## config.mk

```make
export PLATFORM = sky130hd
export DESIGN_NAME = button_press_hold_repeat_flat
export DESIGN_NICKNAME = d
export VERILOG_FILES = /design/src/rtl/bphr_pkg.sv /design/src/rtl/bphr_if.sv /design/src/rtl/bphr_cfg.sv /design/src/rtl/bphr_button.sv /design/src/rtl/button_press_hold_repeat.sv /design/src/flat_wrapper.sv
export SDC_FILE = /design/constraint.sdc
export NUM_CORES = 1
export LEC_CHECK = 0
export ABC_AREA = 1
export BUFFER_PORTS_ARGS = -buffer_cell sky130_fd_sc_hd__buf_4
export CORE_ASPECT_RATIO = 0.5
export CORE_UTILIZATION = 45
export DETAILED_ROUTE_END_ITERATION = 8
export PLACE_DENSITY = 0.74
export SYNTH_ARGS = -nofsm -noshare
export SYNTH_HDL_FRONTEND = slang
export SYNTH_HIERARCHICAL = 1
export SYNTH_SLANG_ARGS = --single-unit
```

## constraint.sdc

```tcl
create_clock -name clk_i -period 3.6 [get_ports clk_i]
set_clock_uncertainty 0.2 [all_clocks]
set_input_delay 0.18 -clock clk_i [delete_from_list [all_inputs] [get_ports clk_i]]
set_output_delay 0.18 -clock clk_i [all_outputs]
set_load 0.03 [all_outputs]
```

## src/rtl/bphr_pkg.sv

```systemverilog
// ----------------------------------------------------------------------------
// bphr_pkg
// Shared types and constants of the button press / hold / repeat qualifier.
// ----------------------------------------------------------------------------
package bphr_pkg;

  localparam int unsigned NUM_BUTTONS = 3;
  localparam int unsigned CNT_W       = 16;
  localparam int unsigned ST_W        = 2;
  localparam int unsigned APB_AW      = 4;
  localparam int unsigned APB_DW      = 32;

  // qualified button states
  localparam logic [ST_W-1:0] ST_RELEASED = 2'd0;
  localparam logic [ST_W-1:0] ST_PRESSED  = 2'd1;
  localparam logic [ST_W-1:0] ST_HELD     = 2'd2;

  // register indexes, taken from paddr[3:2]
  localparam logic [1:0] REG_HOLD_TICKS    = 2'd0;
  localparam logic [1:0] REG_REPEAT_TICKS  = 2'd1;
  localparam logic [1:0] REG_REPEAT_MASK   = 2'd2;
  localparam logic [1:0] REG_PRESSED_LEVEL = 2'd3;

  // register reset values
  localparam logic [CNT_W-1:0]       HOLD_TICKS_RST    = 16'd100;
  localparam logic [CNT_W-1:0]       REPEAT_TICKS_RST  = 16'd50;
  localparam logic [NUM_BUTTONS-1:0] REPEAT_MASK_RST   = NUM_BUTTONS'(2);
  localparam logic                   PRESSED_LEVEL_RST = 1'b0;

  // samples come out of reset at the released level of the reset polarity
  localparam logic SAMPLE_RST = ~PRESSED_LEVEL_RST;

  typedef struct packed {
    logic [CNT_W-1:0]       hold_ticks;
    logic [CNT_W-1:0]       repeat_ticks;
    logic [NUM_BUTTONS-1:0] repeat_mask;
    logic                   pressed_level;
  } cfg_t;

endpackage

```

## src/rtl/bphr_if.sv

```systemverilog
// ----------------------------------------------------------------------------
// bphr_if
// Valid/ready channels for pin samples in and qualified events out.
// ----------------------------------------------------------------------------
interface bphr_in_if import bphr_pkg::*; ();
  logic                   valid;
  logic                   ready;
  logic [NUM_BUTTONS-1:0] pin_levels;

  modport source (output valid, output pin_levels, input ready);
  modport sink (input valid, input pin_levels, output ready);
endinterface

interface bphr_out_if import bphr_pkg::*; ();
  logic                        valid;
  logic                        ready;
  logic [NUM_BUTTONS-1:0]      press_events;
  logic [NUM_BUTTONS-1:0]      repeat_events;
  logic [ST_W*NUM_BUTTONS-1:0] button_states;

  modport source (output valid, output press_events, output repeat_events,
                  output button_states, input ready);
  modport sink (input valid, input press_events, input repeat_events,
                input button_states, output ready);
endinterface

```

## src/rtl/bphr_cfg.sv

```systemverilog
// ----------------------------------------------------------------------------
// bphr_cfg
// APB register file: hold and repeat periods, repeat enables, press polarity.
// ----------------------------------------------------------------------------
module bphr_cfg import bphr_pkg::*; (
  input  logic              clk_i,
  input  logic              rst_ni,
  input  logic              psel,
  input  logic              penable,
  input  logic              pwrite,
  input  logic [APB_AW-1:0] paddr,
  input  logic [APB_DW-1:0] pwdata,
  output logic [APB_DW-1:0] prdata,
  output logic              pready,
  output cfg_t              cfg_o
);

  cfg_t       cfg_q, cfg_d;
  logic       wr_en;
  logic [1:0] reg_idx;

  assign pready  = 1'b1;
  assign wr_en   = psel && penable && pwrite;
  assign reg_idx = paddr[3:2];

  always_comb begin
    cfg_d = cfg_q;
    if (wr_en) begin
      case (reg_idx)
        REG_HOLD_TICKS:    cfg_d.hold_ticks    = pwdata[CNT_W-1:0];
        REG_REPEAT_TICKS:  cfg_d.repeat_ticks  = pwdata[CNT_W-1:0];
        REG_REPEAT_MASK:   cfg_d.repeat_mask   = pwdata[NUM_BUTTONS-1:0];
        REG_PRESSED_LEVEL: cfg_d.pressed_level = pwdata[0];
        default:           cfg_d = cfg_q;
      endcase
    end
  end

  always_comb begin
    case (reg_idx)
      REG_HOLD_TICKS:    prdata = APB_DW'(cfg_q.hold_ticks);
      REG_REPEAT_TICKS:  prdata = APB_DW'(cfg_q.repeat_ticks);
      REG_REPEAT_MASK:   prdata = APB_DW'(cfg_q.repeat_mask);
      REG_PRESSED_LEVEL: prdata = APB_DW'(cfg_q.pressed_level);
      default:           prdata = '0;
    endcase
  end

  always_ff @(posedge clk_i or negedge rst_ni) begin
    if (!rst_ni) begin
      cfg_q.hold_ticks    <= HOLD_TICKS_RST;
      cfg_q.repeat_ticks  <= REPEAT_TICKS_RST;
      cfg_q.repeat_mask   <= REPEAT_MASK_RST;
      cfg_q.pressed_level <= PRESSED_LEVEL_RST;
    end else begin
      cfg_q <= cfg_d;
    end
  end

  assign cfg_o = cfg_q;

endmodule

```

## src/rtl/bphr_button.sv

```systemverilog
// ----------------------------------------------------------------------------
// bphr_button
// Per-button state: last sample, qualified state, hold and repeat counters.
// ----------------------------------------------------------------------------
module bphr_button import bphr_pkg::*; (
  input  logic            clk_i,
  input  logic            rst_ni,
  input  logic            en_i,
  input  logic            sample_i,
  input  logic            repeat_en_i,
  input  cfg_t            cfg_i,
  output logic            press_ev_o,
  output logic            repeat_ev_o,
  output logic [ST_W-1:0] state_o
);

  logic             last_q;
  logic [ST_W-1:0]  state_q, state_d;
  logic [CNT_W-1:0] hold_q, hold_d;
  logic [CNT_W-1:0] rep_q, rep_d;
  logic             stable;
  logic             pressed;

  assign stable  = (sample_i == last_q);
  assign pressed = (sample_i == cfg_i.pressed_level);

  always_comb begin
    state_d     = state_q;
    hold_d      = hold_q;
    rep_d       = rep_q;
    press_ev_o  = 1'b0;
    repeat_ev_o = 1'b0;
    if (stable) begin
      case (state_q)
        ST_RELEASED: begin
          if (pressed) state_d = ST_PRESSED;
        end
        ST_PRESSED: begin
          if (pressed) begin
            press_ev_o = (hold_q == '0);
            if (hold_q >= cfg_i.hold_ticks) begin
              hold_d  = '0;
              state_d = ST_HELD;
            end else begin
              hold_d = hold_q + 1'b1;
            end
          end else begin
            hold_d  = '0;
            state_d = ST_RELEASED;
          end
        end
        ST_HELD: begin
          if (repeat_en_i) begin
            if (rep_q >= cfg_i.repeat_ticks) begin
              repeat_ev_o = 1'b1;
              rep_d       = CNT_W'(1);
            end else begin
              rep_d = rep_q + 1'b1;
            end
          end
          // repeat check comes first, so a repeat may pulse on the release tick
          if (!pressed) begin
            rep_d   = '0;
            state_d = ST_RELEASED;
          end
        end
        default: state_d = state_q;
      endcase
    end
  end

  assign state_o = state_d;

  always_ff @(posedge clk_i or negedge rst_ni) begin
    if (!rst_ni) begin
      last_q  <= SAMPLE_RST;
      state_q <= ST_RELEASED;
      hold_q  <= '0;
      rep_q   <= '0;
    end else if (en_i) begin
      last_q  <= sample_i;
      state_q <= state_d;
      hold_q  <= hold_d;
      rep_q   <= rep_d;
    end
  end

  a_press_from_fresh_press: assert property (@(posedge clk_i) disable iff (!rst_ni)
    press_ev_o |-> (state_q == ST_PRESSED) && (hold_q == '0))
    else $error("press event outside a fresh press");

  a_repeat_only_held: assert property (@(posedge clk_i) disable iff (!rst_ni)
    repeat_ev_o |-> (state_q == ST_HELD) && repeat_en_i)
    else $error("repeat event while not held or not enabled");

  a_released_hold_clear: assert property (@(posedge clk_i) disable iff (!rst_ni)
    (state_q == ST_RELEASED) |-> (hold_q == '0) && (rep_q == '0))
    else $error("counters not clear in released state");

endmodule

```

## src/rtl/button_press_hold_repeat.sv

```systemverilog
// ----------------------------------------------------------------------------
// button_press_hold_repeat
// Qualifies raw button pin samples into press, hold and auto-repeat events.
//
//   channel  dir  fields                                        handshake
//   in_i     in   pin_levels                                    valid/ready
//   out_o    out  press_events, repeat_events, button_states    valid/ready
//   apb      in   hold_ticks, repeat_ticks, repeat_mask,        psel/penable
//                 pressed_level at byte 0x0, 0x4, 0x8, 0xC
//
// One item per cycle sustained while out_o is not stalled; each item passes the
// input register, then per-button logic into the result register.
// Reset: all buttons released, samples at the released level, registers at
// their reset values.
// A stalled result holds; one further item waits in the input register, then
// in_i.ready drops until the result is taken.
// ----------------------------------------------------------------------------
module button_press_hold_repeat import bphr_pkg::*; (
  input  logic              clk_i,
  input  logic              rst_ni,
  bphr_in_if.sink           in_i,
  bphr_out_if.source        out_o,
  input  logic              psel,
  input  logic              penable,
  input  logic              pwrite,
  input  logic [APB_AW-1:0] paddr,
  input  logic [APB_DW-1:0] pwdata,
  output logic [APB_DW-1:0] prdata,
  output logic              pready
);

  cfg_t                        cfg;
  logic                        in_valid_q;
  logic [NUM_BUTTONS-1:0]      pins_q;
  logic                        out_valid_q;
  logic [NUM_BUTTONS-1:0]      press_q, press_d;
  logic [NUM_BUTTONS-1:0]      rep_q, rep_d;
  logic [ST_W*NUM_BUTTONS-1:0] states_q, states_d;
  logic                        advance;

  bphr_cfg u_cfg (
    .clk_i   (clk_i),
    .rst_ni  (rst_ni),
    .psel    (psel),
    .penable (penable),
    .pwrite  (pwrite),
    .paddr   (paddr),
    .pwdata  (pwdata),
    .prdata  (prdata),
    .pready  (pready),
    .cfg_o   (cfg)
  );

  assign advance    = in_valid_q && (!out_valid_q || out_o.ready);
  assign in_i.ready = !in_valid_q || advance;

  for (genvar b = 0; b < NUM_BUTTONS; b++) begin : g_btn
    bphr_button u_btn (
      .clk_i       (clk_i),
      .rst_ni      (rst_ni),
      .en_i        (advance),
      .sample_i    (pins_q[b]),
      .repeat_en_i (cfg.repeat_mask[b]),
      .cfg_i       (cfg),
      .press_ev_o  (press_d[b]),
      .repeat_ev_o (rep_d[b]),
      .state_o     (states_d[ST_W*b +: ST_W])
    );
  end

  always_ff @(posedge clk_i or negedge rst_ni) begin
    if (!rst_ni) begin
      in_valid_q  <= 1'b0;
      out_valid_q <= 1'b0;
    end else begin
      if (in_i.ready) in_valid_q <= in_i.valid;
      if (advance) begin
        out_valid_q <= 1'b1;
      end else if (out_o.ready) begin
        out_valid_q <= 1'b0;
      end
    end
  end

  always_ff @(posedge clk_i) begin
    if (in_i.ready && in_i.valid) pins_q <= in_i.pin_levels;
    if (advance) begin
      press_q  <= press_d;
      rep_q    <= rep_d;
      states_q <= states_d;
    end
  end

  assign out_o.valid         = out_valid_q;
  assign out_o.press_events  = press_q;
  assign out_o.repeat_events = rep_q;
  assign out_o.button_states = states_q;

  a_stall_only_when_full: assert property (@(posedge clk_i) disable iff (!rst_ni)
    !in_i.ready |-> in_valid_q && out_valid_q && !out_o.ready)
    else $error("input stalled without a full pipeline");

endmodule

```

## src/flat_wrapper.sv

```systemverilog
// flat-port wrapper written by rule: the top's interface ports become plain ports
module button_press_hold_repeat_flat import bphr_pkg::*;
  (clk_i, rst_ni, psel, penable, pwrite, paddr, pwdata, prdata, pready, in_i_valid, in_i_pin_levels, in_i_ready, out_o_valid, out_o_press_events, out_o_repeat_events, out_o_button_states, out_o_ready);
  bphr_in_if in_i_i ();
  bphr_out_if out_o_i ();
  input  logic clk_i;
  input  logic rst_ni;
  input  logic psel;
  input  logic penable;
  input  logic pwrite;
  input  logic [APB_AW-1:0] paddr;
  input  logic [APB_DW-1:0] pwdata;
  output logic [APB_DW-1:0] prdata;
  output logic pready;
  input wire logic [$bits(in_i_i.valid)-1:0] in_i_valid;
  input wire logic [$bits(in_i_i.pin_levels)-1:0] in_i_pin_levels;
  output wire logic [$bits(in_i_i.ready)-1:0] in_i_ready;
  output wire logic [$bits(out_o_i.valid)-1:0] out_o_valid;
  output wire logic [$bits(out_o_i.press_events)-1:0] out_o_press_events;
  output wire logic [$bits(out_o_i.repeat_events)-1:0] out_o_repeat_events;
  output wire logic [$bits(out_o_i.button_states)-1:0] out_o_button_states;
  input wire logic [$bits(out_o_i.ready)-1:0] out_o_ready;
  assign in_i_i.valid = in_i_valid;
  assign in_i_i.pin_levels = in_i_pin_levels;
  assign in_i_ready = in_i_i.ready;
  assign out_o_valid = out_o_i.valid;
  assign out_o_press_events = out_o_i.press_events;
  assign out_o_repeat_events = out_o_i.repeat_events;
  assign out_o_button_states = out_o_i.button_states;
  assign out_o_i.ready = out_o_ready;
  button_press_hold_repeat u_core (.clk_i(clk_i), .rst_ni(rst_ni), .in_i(in_i_i), .out_o(out_o_i), .psel(psel), .penable(penable), .pwrite(pwrite), .paddr(paddr), .pwdata(pwdata), .prdata(prdata), .pready(pready));
endmodule
```

# [Word-level counts from Yosys, hierarchy flattened]
# Index checks and enable logic that the tools add are counted.
[totals] register_bits=158 inputBits=46 wordCells=127
[classes] add_sub_neg=6 order_cmp=6 n_eq_ne=18 muxes=39 n_reduce_logical=32
[op_table] operator="$mux W16" count=15
[op_table] operator="$pmux W32 S4" count=1
[op_table] operator="$add A16 B1 Y16 const B" count=6
[op_table] operator="$ge A16 B16 Y1" count=6
[op_table] operator="$logic_not A16 Y1" count=3
[op_table] operator="$mux W2" count=15
[op_table] operator="$reduce_and A3 Y1" count=9
[op_table] operator="$pmux W2 S3" count=3
[op_table] operator="$reduce_and A4 Y1" count=3
[op_table] operator="$eq A2 B2 Y1 const B" count=5
[op_table] operator="$eq A2 B1 Y1 const B" count=4
[op_table] operator="$logic_not A2 Y1" count=4
[op_table] operator="$reduce_and A2 Y1" count=4
[op_table] operator="$eq A1 B1 Y1" count=6
[op_table] operator="$ne A2 B1 Y1 const B" count=3
[op_table] operator="$mux W1" count=5
[op_table] operator="$logic_and A1 B1 Y1" count=4
[op_table] operator="$logic_not A1 Y1" count=2
[op_table] operator="$logic_or A1 B1 Y1" count=2
[op_table] operator="$reduce_bool A2 Y1" count=1

# [Depth between registers and ports, before layout]
# Gate-level depths: netlist of run 1.
[logic_depth] depth_word=5 depth_mapped=16

# [By module]
# Netlist of run 1, hierarchy kept.
[modules_own_cells] mod="bphr_button at u_core.g_btn[0].u_btn ..." instances=2 cells_per_inst=396 area_each_um2=3001.6 seq_area_each_um2=877.1
[modules_own_cells] mod="bphr_button at u_core.g_btn[2].u_btn" instances=1 cells_per_inst=403 area_each_um2=3002.9 seq_area_each_um2=877.1
[modules_own_cells] mod="bphr_cfg" instances=1 cells_per_inst=241 area_each_um2=1824.2 seq_area_each_um2=909.6
[modules_own_cells] mod="button_press_hold_repeat" instances=1 cells_per_inst=27 area_each_um2=545.5 seq_area_each_um2=500.5

# [Worst setup path after synthesis of run 1]
# Ideal clock, no wire load.
[synth_path] kind="register to register" from="register u_core.out_valid_q, in the netlist u_core/out_o.valid" to="register u_core.g_btn[0].u_btn.hold_q[11]" arrival_ps=2871 t_required_ps=3279 slack_ps=408 stages_incl_launch_ff=10 n_path_buf=1 synth_period_minus_slack_ps=3192 cell_sequence="dfrtp_1 > a21oi_1 > inv_1 > nor2_4 > nand2_1 > inv_2 > o21ai_0 > inv_1 > buf_2 > nor2_1"
[synth_via] elab_chain_len=4
[synth_lines] item="start: declaration" line="button_press_hold_repeat.sv:35" source="logic out_valid_q;"
[synth_lines] item="start signal: assignment" line="button_press_hold_repeat.sv:74" source="out_valid_q <= 1'b0;"
[synth_lines] item="start signal: assignment" line="button_press_hold_repeat.sv:78" source="out_valid_q <= 1'b1;"
[synth_lines] item="start signal: assignment" line="button_press_hold_repeat.sv:80" source="out_valid_q <= 1'b0;"
[synth_lines] item="$logic_not A1 Y1" line="button_press_hold_repeat.sv:54" source="assign advance = in_valid_q && (!out_valid_q || out_o.ready);"
[synth_lines] item="$logic_or A1 B1 Y1" line="button_press_hold_repeat.sv:54"
[synth_lines] item="$logic_and A1 B1 Y1" line="button_press_hold_repeat.sv:54"
[synth_lines] item="named net u_core.advance" line="button_press_hold_repeat.sv:39" source="logic advance;"
[synth_lines] item="$reduce_and A3 Y1 (no source line)"
[synth_lines] item="end signal: assignment" line="bphr_button.sv:83" source="hold_q <= hold_d;"
[synth_lines] item="end: declaration" line="bphr_button.sv:19" source="logic [CNT_W-1:0] hold_q, hold_d;"
# The timed path passes the listed nets, and every way through them passes these cells.
# A chain may end at the register's enable or synchronous reset.

# [Worst setup path in the final report of run 1]
[layout_path] from="register u_core.out_valid_q, in the netlist u_core/out_o.valid" to="register u_core.g_btn[0].u_btn.hold_q[6]"
# Same word-level chain as after synthesis.

==> results of run 1 <==
-- layer usage --
metal / wire length, um / vias up
li1: - / 4858
met1: 12500 / 4494
met2: 13300 / 299
met3: 1360 / 71
met4: 963 / 0
met5: 0 / -
-- cells in the mapped netlist, types with 15 or more instances --
cell type	n	area share [%]
nand2_1	406	13
inv_1	222	7.3
dfrtp_1	133	29
ha_1	105	12
nor2_1	103	3.4
nand3_1	53	2.3
a21oi_1	52	2.3
o21ai_0	51	2.2
xor2_1	48	3.7
nand4_1	44	2.4
nor3_1	23	1.0
buf_4	22	1.5
o21ai_1	19	0.84
o22ai_2	18	2.0
edfxtp_1	15	4.0
inv_2	15	0.49
-- worst min-delay path, delay by kind of cell --
kind                   cells  cell delay (ns)
buffers and inverters      1             0.12
AND/OR/NAND/NOR            4             0.37
-- area by class of cell --
class / count / area [um^2] / share of cell area [%]
repair buffers: 87 / 737 / 5.70
clock buffers: 18 / 429 / 3.32
well taps: 336 / 420 / 3.25
clock inverters: 14 / 179 / 1.38
diodes: 1 / 2.50 / 0.0193
inverters: 237 / 890 / 6.88
flip-flops and latches: 158 / 4040 / 31.2
multi-input cells: 1048 / 6240 / 48.2
-- what timing repair did --
item | 4_1_cts | 5_1_grt
hold buffers | 27 | 0
setup buffers | 0 | 0
endpoints found under the hold margin | 120 | 0
-- how the worst min path moves through the flow --
stage | startpoint | to | slack, ns | cells past startpoint
after global routing | pwrite | u_core/u_cfg/cfg_o[0] | 0.04 | 5
after detailed placement | rst_ni | u_core/g_btn[1].u_btn/hold_q[9] | 0.1 | 1
final | pwrite | u_core/u_cfg/cfg_o[2] | 0.02 | 5
after global placement | rst_ni | u_core/g_btn[1].u_btn/hold_q[8] | 0.10 | 1
after floorplan | rst_ni | u_core/g_btn[0].u_btn/hold_q[0] | -0.32 | 0
after CTS | pwrite | u_core/u_cfg/cfg_o[2] | 0.003 | 5
-- state kept, by name, indices dropped and copies added (netlist names) --
name                        flops
u_core/g_btn.u_btn/hold_q      48
u_core/g_btn.u_btn/rep_q       48
u_core/u_cfg/cfg_o             36
u_core/g_btn.u_btn/state_q      6
u_core/out_o.button_states      6
u_core/g_btn.u_btn/last_q       3
u_core/out_o.press_events       3
u_core/out_o.repeat_events      3
u_core/pins_q                   3
u_core/in_valid_q               1
u_core/out_o.valid              1
-- kinds of logic (layout without fill, tap and decap cells) --
| group | Yosys count | in the layout | synth area share, % |
|---|---|---|---|
| simple gates | 701 | 701 | 28.9 |
| compound gates | 165 | 165 | 9.10 |
| other cells | 2 | 18 | 0.0660 |
| flops | 158 | 158 | 35.5 |
| fa+ha+maj | 105 | 105 | 11.5 |
| xor+xnor | 60 | 60 | 4.62 |
| buf+inv | 272 | 356 | 10.2 |
-- power by group through the flow --
| stage | combinational [mW] | sequential [mW] | clock, mW |
|---|---|---|---|
| floorplan | 1.84 | 2.53 | 0 |
| finish | 2.43 | 2.69 | 1.90 |
| detailed placement | 2.36 | 2.71 | 0 |
| global route | 2.80 | 2.74 | 2.00 |
| global placement | 2.30 | 2.70 | 0 |
| CTS | 2.42 | 2.68 | 1.93 |
-- metrics by stage --
stage	instances	util (%)	worst slack (ns)
floorplan	1478	-	0.408
global placement	1839	49.5	1.00
detailed placement	1839	49.5	0.959
CTS	1898	53.1	0.942
global route	1898	53.1	0.701
finish	1899	53.1	0.955
==> metrics.txt, run 1 <==
CP bufs+invs=3; Std-Cell Core Area=24400 um^2; Worst slew margin=between 40% and 50%; final setup fails=0; average cell area after synthesis=a little under 8 um^2; Final Hold Fails=0; maximum buffer depth of the clock tree=2; slew at the pin closest to its max-slew limit=0.780 ns; Final min period=between 2 and 3 ns; power dissipated by switching net loads=approximately 2.8 mW; CTS tree=done; root buffer selected by CTS=clkbuf_16; Crit-path slowest cell=dfrtp_1; count of flip-flops with a built-in enable after synthesis=15; cts bufs inserted=17; area grow syn2layout=13.7%; number of levels in the clock H-tree=4; pin count of the biggest net entering global routing=85; area of the mapped netlist=~11000 um^2; static leakage=about 6.5 nW; gate count after technology mapping=between 1000 and 1500; Final Power=7.02 mW; full die area=~26000 um^2; TritonCTS sink count=~160; crit path capture=u_core/g_btn[0].u_btn/hold_q[6]; Placed Area=between 10000 and 15000 um^2; Max Slew Vio Count=0; number of cells on the worst reg-to-reg path=8; number of gates resized after CTS=0; share of final-layout standard cells stronger than drive strength 1=around an eighth; kind of critical path=reg2reg; wirelength, routed=roughly 28000 um; met3 track demand over resource in global routing=~3.8%; startpoint of the most critical setup path=u_core/out_o.valid; Die H=114 um; Detailed Route Iter0 Violations=approximately 790; data arrival time at the worst-slack endpoint=around 2.7 ns; CP Data Required Time=between 3 and 4 ns; library cells used by synthesis=between 40 and 50; routing layer with the top usage in global route=met2; most frequent cells in the layout=406 x nand2_1, 222 x inv_1, 133 x dfrtp_1, 105 x ha_1, 103 x nor2_1; GR Util met2=around 37%; antenna violations before repair=0; pwr dens=approximately 540 nW/um^2; first-pass GRT wire length=~46000 um; reg-to-reg slack, setup=~0.95 ns; post-synthesis sequential area ratio=35.5%; cell internal power dissipation=~4.2 mW; power share of the sequential group=a little under two fifths; most common cell after layout, fill and taps aside=nand2_1; nets=1700; number of core rows=40; Reg clk slew, reported paths=0.07 ns; Worst IR Drop VDD=between 0.3 and 0.4 mV; path type of the worst min-delay path=in2reg; mean routed wirelength per cell=14.8 um; DRC viols=0; final global-route overflow total=0; upper clock frequency limit=between 300 and 400 MHz; final setup TNS=0 ns; worst slack on hold paths=0.0249 ns; global-route usage over all layers=between 20% and 30%; die extent in x=227 um; via count normalized by instance count=5.12; share of the clock period used by the worst path=between 70% and 80%; number of search-and-repair iterations in the first detailed-routing pass=7; critical register-to-register path endpoint=u_core/g_btn[0].u_btn/hold_q[6]; worst-path maximum fanout=13; number of synthesis warnings=6; clock network latency to the later pin of the worst-skew pair=roughly 0.44 ns; GP Congestion=about 0.89; # IOs=93; RSZ-0062 raised after global routing=no; element type at the critical path start=flop; kind of cell with the highest combined delay on the critical path=buffers and inverters; proportion of power drawn by the clock network=a little over a quarter; share of async-settable or async-resettable flops after synthesis=between 90% and 100%; Max-cap violations=0; worst path cell trace=a21oi_4 > inv_1 > nor2_4 > nand2_1 > inv_2 > o21ai_0 > inv_1 > nor2_1; Post-DP HPWL=approximately 20000 um; proportion of power drawn by combinational gates=between 30% and 40%; Net Sw Frac=around two fifths; count of cell instances traversed by the critical path=8; met1 Use GR=slightly below 30%; Critical Path Sink Type=flop; worst flop-to-flop path startpoint=u_core/out_o.valid; cell mode on critical path=inv_1; post-route cell area=around 13000 um^2; count of buffers inserted at the top-level ports=57; detailed-route via count=around 9700; vias in the first global route=9237; number of filler instances in the final layout=around 2200; initial core utilization=roughly 47%; longest individual stage delay on the worst path=about 0.44 ns; result of the run=finished, final reports clean; post-synthesis register bit count=158; ANT nets after route=0; prevailing post-synth register cell=dfrtp_1
Power figures use the tool's default switching activity.
==> inputs of run 2 (changes only) <==
Settings changed: PLACE_DENSITY 0.74 to 0.76.
Clock period 3.6 ns to 2.4 ns, I/O delays scaled along.
==> run 2 against run 1 <==
  * Combinational power rose by 58%
  * Global-route usage rose by 0.37 points
  * Sequential share of layout area fell by 1.0 points
  * Cell area rose by 3.4%
  * First-iteration DRC count rose by 6.1%
  * Hold slack got worse by 0.012 ns
  * Via count rose by 2.9%
  * Total power rose by 50%
  * Die area did not move
  * Final cell count rose by 2.5%
  * Sequential cell count did not move
  * Critical path type is now in2reg
==> metrics.txt, run 2 (synthesis results as in run 1) <==
maximum buffer depth of the clock tree=2 (unchanged); antenna violations before repair=0 (unchanged); Die H=114 um (unchanged); first-pass GRT wire length=46700 um (+1.4%); Max-cap violations=0 (unchanged); mean routed wirelength per cell=14.8 um (about the same); final setup TNS=0 ns (unchanged); CP bufs+invs=5 (+2); share of final-layout standard cells stronger than drive strength 1=15.5% (+2.4 points); reg-to-reg slack, setup=0.14 ns (-0.82 ns); Worst IR Drop VDD=0.548 mV (+60%); RSZ-0062 raised after global routing=yes; TritonCTS sink count=158 (unchanged); post-place setup slack=0.0650 ns (-0.894 ns); nets=1749 (+2.9%); Final Hold Fails=0 (unchanged); share of the clock period used by the worst path=a little over nine tenths; Critical Path Sink Type=flop; GP Congestion=0.944 (+5.7%); vias in the first global route=9368 (+1.4%); wirelength, routed=28800 um (+2.6%); count of buffers inserted at the top-level ports=57 (unchanged); CTS tree=done; static leakage=6.73 nW (+3.3%); Final Power=10.5 mW (+50%); ANT nets after route=0 (unchanged); Post-DP HPWL=20500 um (+2.8%); number of core rows=40 (unchanged); # IOs=93 (unchanged); Ant. Diodes=0 (-1); initial core utilization=46.7% (unchanged); result of the run=finished, final reports clean; Crit-path slowest cell=dlygate4sd3_1; root buffer selected by CTS=clkbuf_16; slew at the pin closest to its max-slew limit=0.703 ns (-0.0767 ns); most common cell after layout, fill and taps aside=nand2_1; number of levels in the clock H-tree=4 (unchanged); Worst Slack Setup Final=0.137 ns (-0.818 ns); number of search-and-repair iterations in the first detailed-routing pass=7 (unchanged); final setup fails=0 (unchanged); detailed-route via count=10000 (+2.9%); via count normalized by instance count=5.14 (+0.32%); CP Data Required Time=2.57 ns (-1.12 ns); upper clock frequency limit=roughly 440 MHz; DRC viols=0 (unchanged); path type of the worst min-delay path=in2async; Cells after DPL=1864 (+1.4%); Std-Cell Core Area=24400 um^2 (unchanged); worst path cell trace=dlygate4sd3_1 > buf_4 > inv_1 > nor2_2 > dlygate4sd3_1 > nand2_1 > nand2_1 > nand2_1 > dlygate4sd3_1; kind of cell with the highest combined delay on the critical path=buffers and inverters; element type at the critical path start=input pin; clock network latency to the later pin of the worst-skew pair=0.45 ns (about the same); final cell count without fillers=1947 (+2.5%); Detailed Route Iter0 Violations=834 (+6.1%); Reg clk slew, reported paths=0.07 ns (about the same); longest individual stage delay on the worst path=0.60 ns (+0.16 ns); full die area=26000 um^2 (unchanged); global-route usage over all layers=23.1% (+0.37 points); Final min period=2.26 ns; kind of critical path=in2reg; pwr dens=787 nW/um^2 (+45%); pin count of the biggest net entering global routing=58 (-32%); worst-path maximum fanout=3 (-10); area grow syn2layout=17.6%; Max Slew Vio Count=0 (unchanged); cts bufs inserted=17 (unchanged); data arrival time at the worst-slack endpoint=2.43 ns (-0.31 ns); die extent in x=227 um (unchanged); number of filler instances in the final layout=2166 (-2.7%); final global-route overflow total=0 (unchanged); most frequent cells in the layout=406 x nand2_1, 219 x inv_1, 132 x dfrtp_1, 105 x ha_1, 103 x nor2_1; Worst slew margin=53.1% (+5.1 points)
==> run 2: cell count changes in the layout (fill, tap and decap cells not counted), moves of 3 or more <==
cell / before / now
buf_12: 1 / 5
inv_2: 15 / 18
inv_1: 222 / 219
buf_4: 58 / 87
o21ai_0: 51 / 48
dlygate4sd3_1: 27 / 42
==> run 2: where the power goes <==
part	internal (mW)	switching, mW
Sequential	3.24	0.757
Clock	1.46	1.24
Combinational	1.49	2.35
==> run 2: area by class of cell <==
| class | count | area (um^2) | share of cell area [%] |
|---|---|---|---|
| clock buffers | 17 | 425 | 3.18 |
| clock inverters | 15 | 149 | 1.11 |
| inverters | 237 | 890 | 6.65 |
| multi-input cells | 1049 | 6270 | 46.9 |
| flip-flops and latches | 158 | 4040 | 30.2 |
| well taps | 336 | 420 | 3.14 |
| repair buffers | 135 | 1180 | 8.85 |
==> run 2: routing by layer <==
| metal | up-vias | share of wire, % | GRT usage (%) |
|---|---|---|---|
| met5 | - | 0 | 0 |
| met4 | 0 | 2.8 | 9.77 |
| met3 | 53 | 5.2 | 3.82 |
| met2 | 309 | 48 | 38.7 |
| met1 | 4680 | 44 | 29.6 |
| li1 | 4958 | - | - |
==> run 2: what timing repair did <==
item | CTS | global route
hold endpoints to repair | 185 | 0
hold buffers | 44 | 0
setup endpoints to repair | 1 | 78
resized for setup | 1 | 12
pin swaps | 0 | 3
cloned | 0 | 1
setup buffers | 0 | 8
==> run 2: final timing paths <==
check / endpoint / cells past startpoint / startpoint
setup / recovery: u_core/u_cfg/cfg_o[2] / 9 / pwrite
hold / removal: u_core/g_btn[1].u_btn/hold_q[7] / 2 / rst_ni
setup reg to reg: u_core/g_btn[2].u_btn/rep_q[14] / 8 / u_core/u_cfg/cfg_o[15]
hold reg to reg: u_core/g_btn[2].u_btn/last_q / 2 / u_core/g_btn[2].u_btn/last_q
max in group asynchronous: u_core/g_btn[1].u_btn/last_q / 3 / rst_ni
min in group clk_i: u_core/pins_q[0] / 2 / in_i_pin_levels[0]
==> run 2: stage by stage <==
stage                     hold slack, ns  util, %  cell area, um^2
after floorplan                   -0.376        -            11400
after global placement           -0.0666     50.3            12300
after detailed placement         -0.0680     50.3            12300
after CTS                         0.0238     54.5            13300
after global routing              0.0587     54.9            13400
final                             0.0128     54.9            13400
==> run 2: worst register-to-register path: cells and delay by family (launching register included) <==
family | cells | cell delay (ns)
compound gates | 1 | 0.10
fa+ha+maj | 1 | 0.33
buf+inv | 2 | 0.27
flops | 1 | 0.48
simple gates | 4 | 0.77
==> inputs of run 3 (changes only) <==
Settings changed: CORE_ASPECT_RATIO 0.5 to unset.
==> run 3 against run 2 <==
  * Fmax is 3.1% lower
  * Sequential share of layout area increased by 0.14 points
  * Critical endpoint is now u_core/u_cfg/cfg_o[15]
  * Largest cell class unchanged
  * Core utilization fell by 0.62 points
  * Clock-buffer cell count up 6
  * Combinational power is essentially flat
  * Sequential cell count unchanged
==> metrics.txt, run 3 (synthesis results as in run 1) <==
nets=1741 (-0.46%); Detailed Route Iter0 Violations=652 (-22%); Max-cap violations=0 (unchanged); Critical Path Sink Type=flop; proportion of power drawn by combinational gates=36.6% (about the same); pin count of the biggest net entering global routing=77 (+33%); worst flop-to-flop path startpoint=u_core/u_cfg/cfg_o[22]; power dissipated by switching net loads=4.24 mW (-2.5%); cts bufs inserted=17 (unchanged); element type at the critical path start=input pin; initial core utilization=46.4% (-0.30 points); worst path cell trace=dlygate4sd3_1 > buf_4 > nand3_2 > dlygate4sd3_1 > nor2_4 > buf_12 > nand2_1 > dlygate4sd3_1 > nand2_1; path type of the worst min-delay path=in2async; detailed-route via count=9961 (-0.39%); Cells after DPL=1846 (-0.97%); Reg clk slew, reported paths=0.07 ns (about the same); via count normalized by instance count=5.17 (+0.64%); kind of critical path=in2reg; Final Hold Fails=0 (unchanged); Ant. Diodes=0 (unchanged); final cell count without fillers=1927 (-1.0%); count of buffers inserted at the top-level ports=57 (unchanged); number of search-and-repair iterations in the first detailed-routing pass=5 (-2); # IOs=93 (unchanged); Die H=161 um (+41%); Crit-path slowest cell=dlygate4sd3_1; proportion of power drawn by the clock network=25.4% (-0.2 points); first-pass GRT wire length=46700 um (unchanged); RSZ-0062 raised after global routing=yes; upper clock frequency limit=428 MHz (-3.1%); vias in the first global route=9446 (+0.83%); Final Power=10.5 mW (-0.54%); Worst Slack Setup Final=0.0650 ns (-0.0722 ns); data arrival time at the worst-slack endpoint=2.46 ns (+0.03 ns); number of core rows=57 (+43%); CP Data Required Time=2.52 ns (-0.05 ns); static leakage=6.71 nW (-0.33%); DRC viols=0 (unchanged); power share of the sequential group=38.0% (about the same); die extent in x=161 um (-29%); startpoint of the most critical setup path=penable; worst-path maximum fanout=11 (+8); GP Congestion=0.910 (-3.6%); Post-DP HPWL=21400 um (+4.0%); final setup fails=0 (unchanged); most common cell after layout, fill and taps aside=nand2_1; TritonCTS sink count=158 (unchanged); Net Sw Frac=40.4% (-0.81 points); post-place setup slack=0.0522 ns (-0.0128 ns); share of final-layout standard cells stronger than drive strength 1=15.2% (-0.36 points); final global-route overflow total=0 (unchanged); cell internal power dissipation=6.24 mW (+0.84%); pwr dens=787 nW/um^2 (about the same); most frequent cells in the layout=405 x nand2_1, 219 x inv_1, 133 x dfrtp_1, 105 x ha_1, 103 x nor2_1; maximum buffer depth of the clock tree=2 (unchanged); mean routed wirelength per cell=15.0 um (+1.4%); wirelength, routed=28900 um (+0.34%); area grow syn2layout=17.1%; Max Slew Vio Count=0 (unchanged); longest individual stage delay on the worst path=0.70 ns (+0.10 ns); global-route usage over all layers=22.7% (-0.37 points); cell mode on critical path=dlygate4sd3_1; ANT nets after route=0 (unchanged); clock network latency to the later pin of the worst-skew pair=0.43 ns (-0.02 ns); number of filler instances in the final layout=2185 (+0.88%); root buffer selected by CTS=clkbuf_16; share of the clock period used by the worst path=97.3% (+3.0 points); number of cells on the worst reg-to-reg path=14 (+6); CTS tree=done; antenna violations before repair=0 (unchanged); Worst IR Drop VDD=0.403 mV (-26%); number of levels in the clock H-tree=4 (unchanged); result of the run=finished, final reports clean; Std-Cell Core Area=24500 um^2 (+0.66%); Final min period=2.34 ns (+0.0722 ns); full die area=25900 um^2 (-0.15%)
## run 3: changes by cell type in the layout (fill, tap and decap cells not counted), moves of 2 or more
| cell | before | now |
|---|---|---|
| buf_4 | 87 | 82 |
| inv_8 | 2 | 0 |
| inv_6 | 5 | 3 |
| dlygate4sd3_1 | 42 | 39 |
| clkbuf_8 | 0 | 4 |
## run 3: layout make-up
type / instances / area, um^2 / share of cell area, %
clock buffers: 23 / 509 / 3.82
multi-input cells: 1048 / 6260 / 47.0
clock inverters: 9 / 71.3 / 0.536
inverters: 237 / 890 / 6.68
well taps: 324 / 405 / 3.04
flip-flops and latches: 158 / 4040 / 30.3
repair buffers: 128 / 1140 / 8.54
## run 3: final timing paths
kind	slack, ns	endpoint
worst max-delay path	0.06	u_core/u_cfg/cfg_o[15]
worst min-delay path	0.03	u_core/g_btn[2].u_btn/rep_q[12]
worst max register to register	0.11	u_core/out_o.button_states[1]
worst min register to register	0.30	u_core/u_cfg/cfg_o[2]
max in group asynchronous	1.51	u_core/u_cfg/cfg_o[25]
min in group clk_i	0.07	u_core/u_cfg/cfg_o[22]
## run 3: worst max-delay path: cells and delay by family
| kind | cells | cell delay, ns |
|---|---|---|
| buffers and inverters | 5 | 2.08 |
| AND/OR/NAND/NOR | 4 | 0.26 |
## run 3: repair_timing
item	in CTS	in global routing
hold buffers	39	1
hold endpoints to repair	179	2
resized for setup	1	11
pin swaps	0	3
setup buffers	0	9
setup endpoints to repair	1	85
## run 3: per-layer routing
layer,vias up,routed length (um),global-route usage (%)
met5,-,0,0
met4,0,694,7.98
met3,45,1400,3.65
met2,283,14200,38.6
met1,4699,12600,29.3
li1,4934,-,-
## run 3: metrics by stage
stage / instance area (um^2) / hold slack [ns] / setup TNS (ns) / util, %
2_1_floorplan: 11400 / -0.376 / 0 / -
5_1_grt: 13300 / 0.0424 / -0.0424 / 54.3
4_1_cts: 13200 / 0.00620 / 0 / 53.8
6_report: 13300 / 0.0291 / 0 / 54.3
3_5_place_dp: 12200 / -0.162 / 0 / 49.8
3_3_place_gp: 12200 / -0.164 / 0 / 49.8
## run 3: power groups by stage
stage               Clock [mW]  Combinational (mW)  Sequential [mW]
finish                    2.66                3.84             3.98
global route              2.83                4.35             4.05
CTS                       2.71                3.79             3.97
detailed placement           0                3.70             4.00
global placement             0                3.54             3.99
floorplan                    0                2.76             3.80
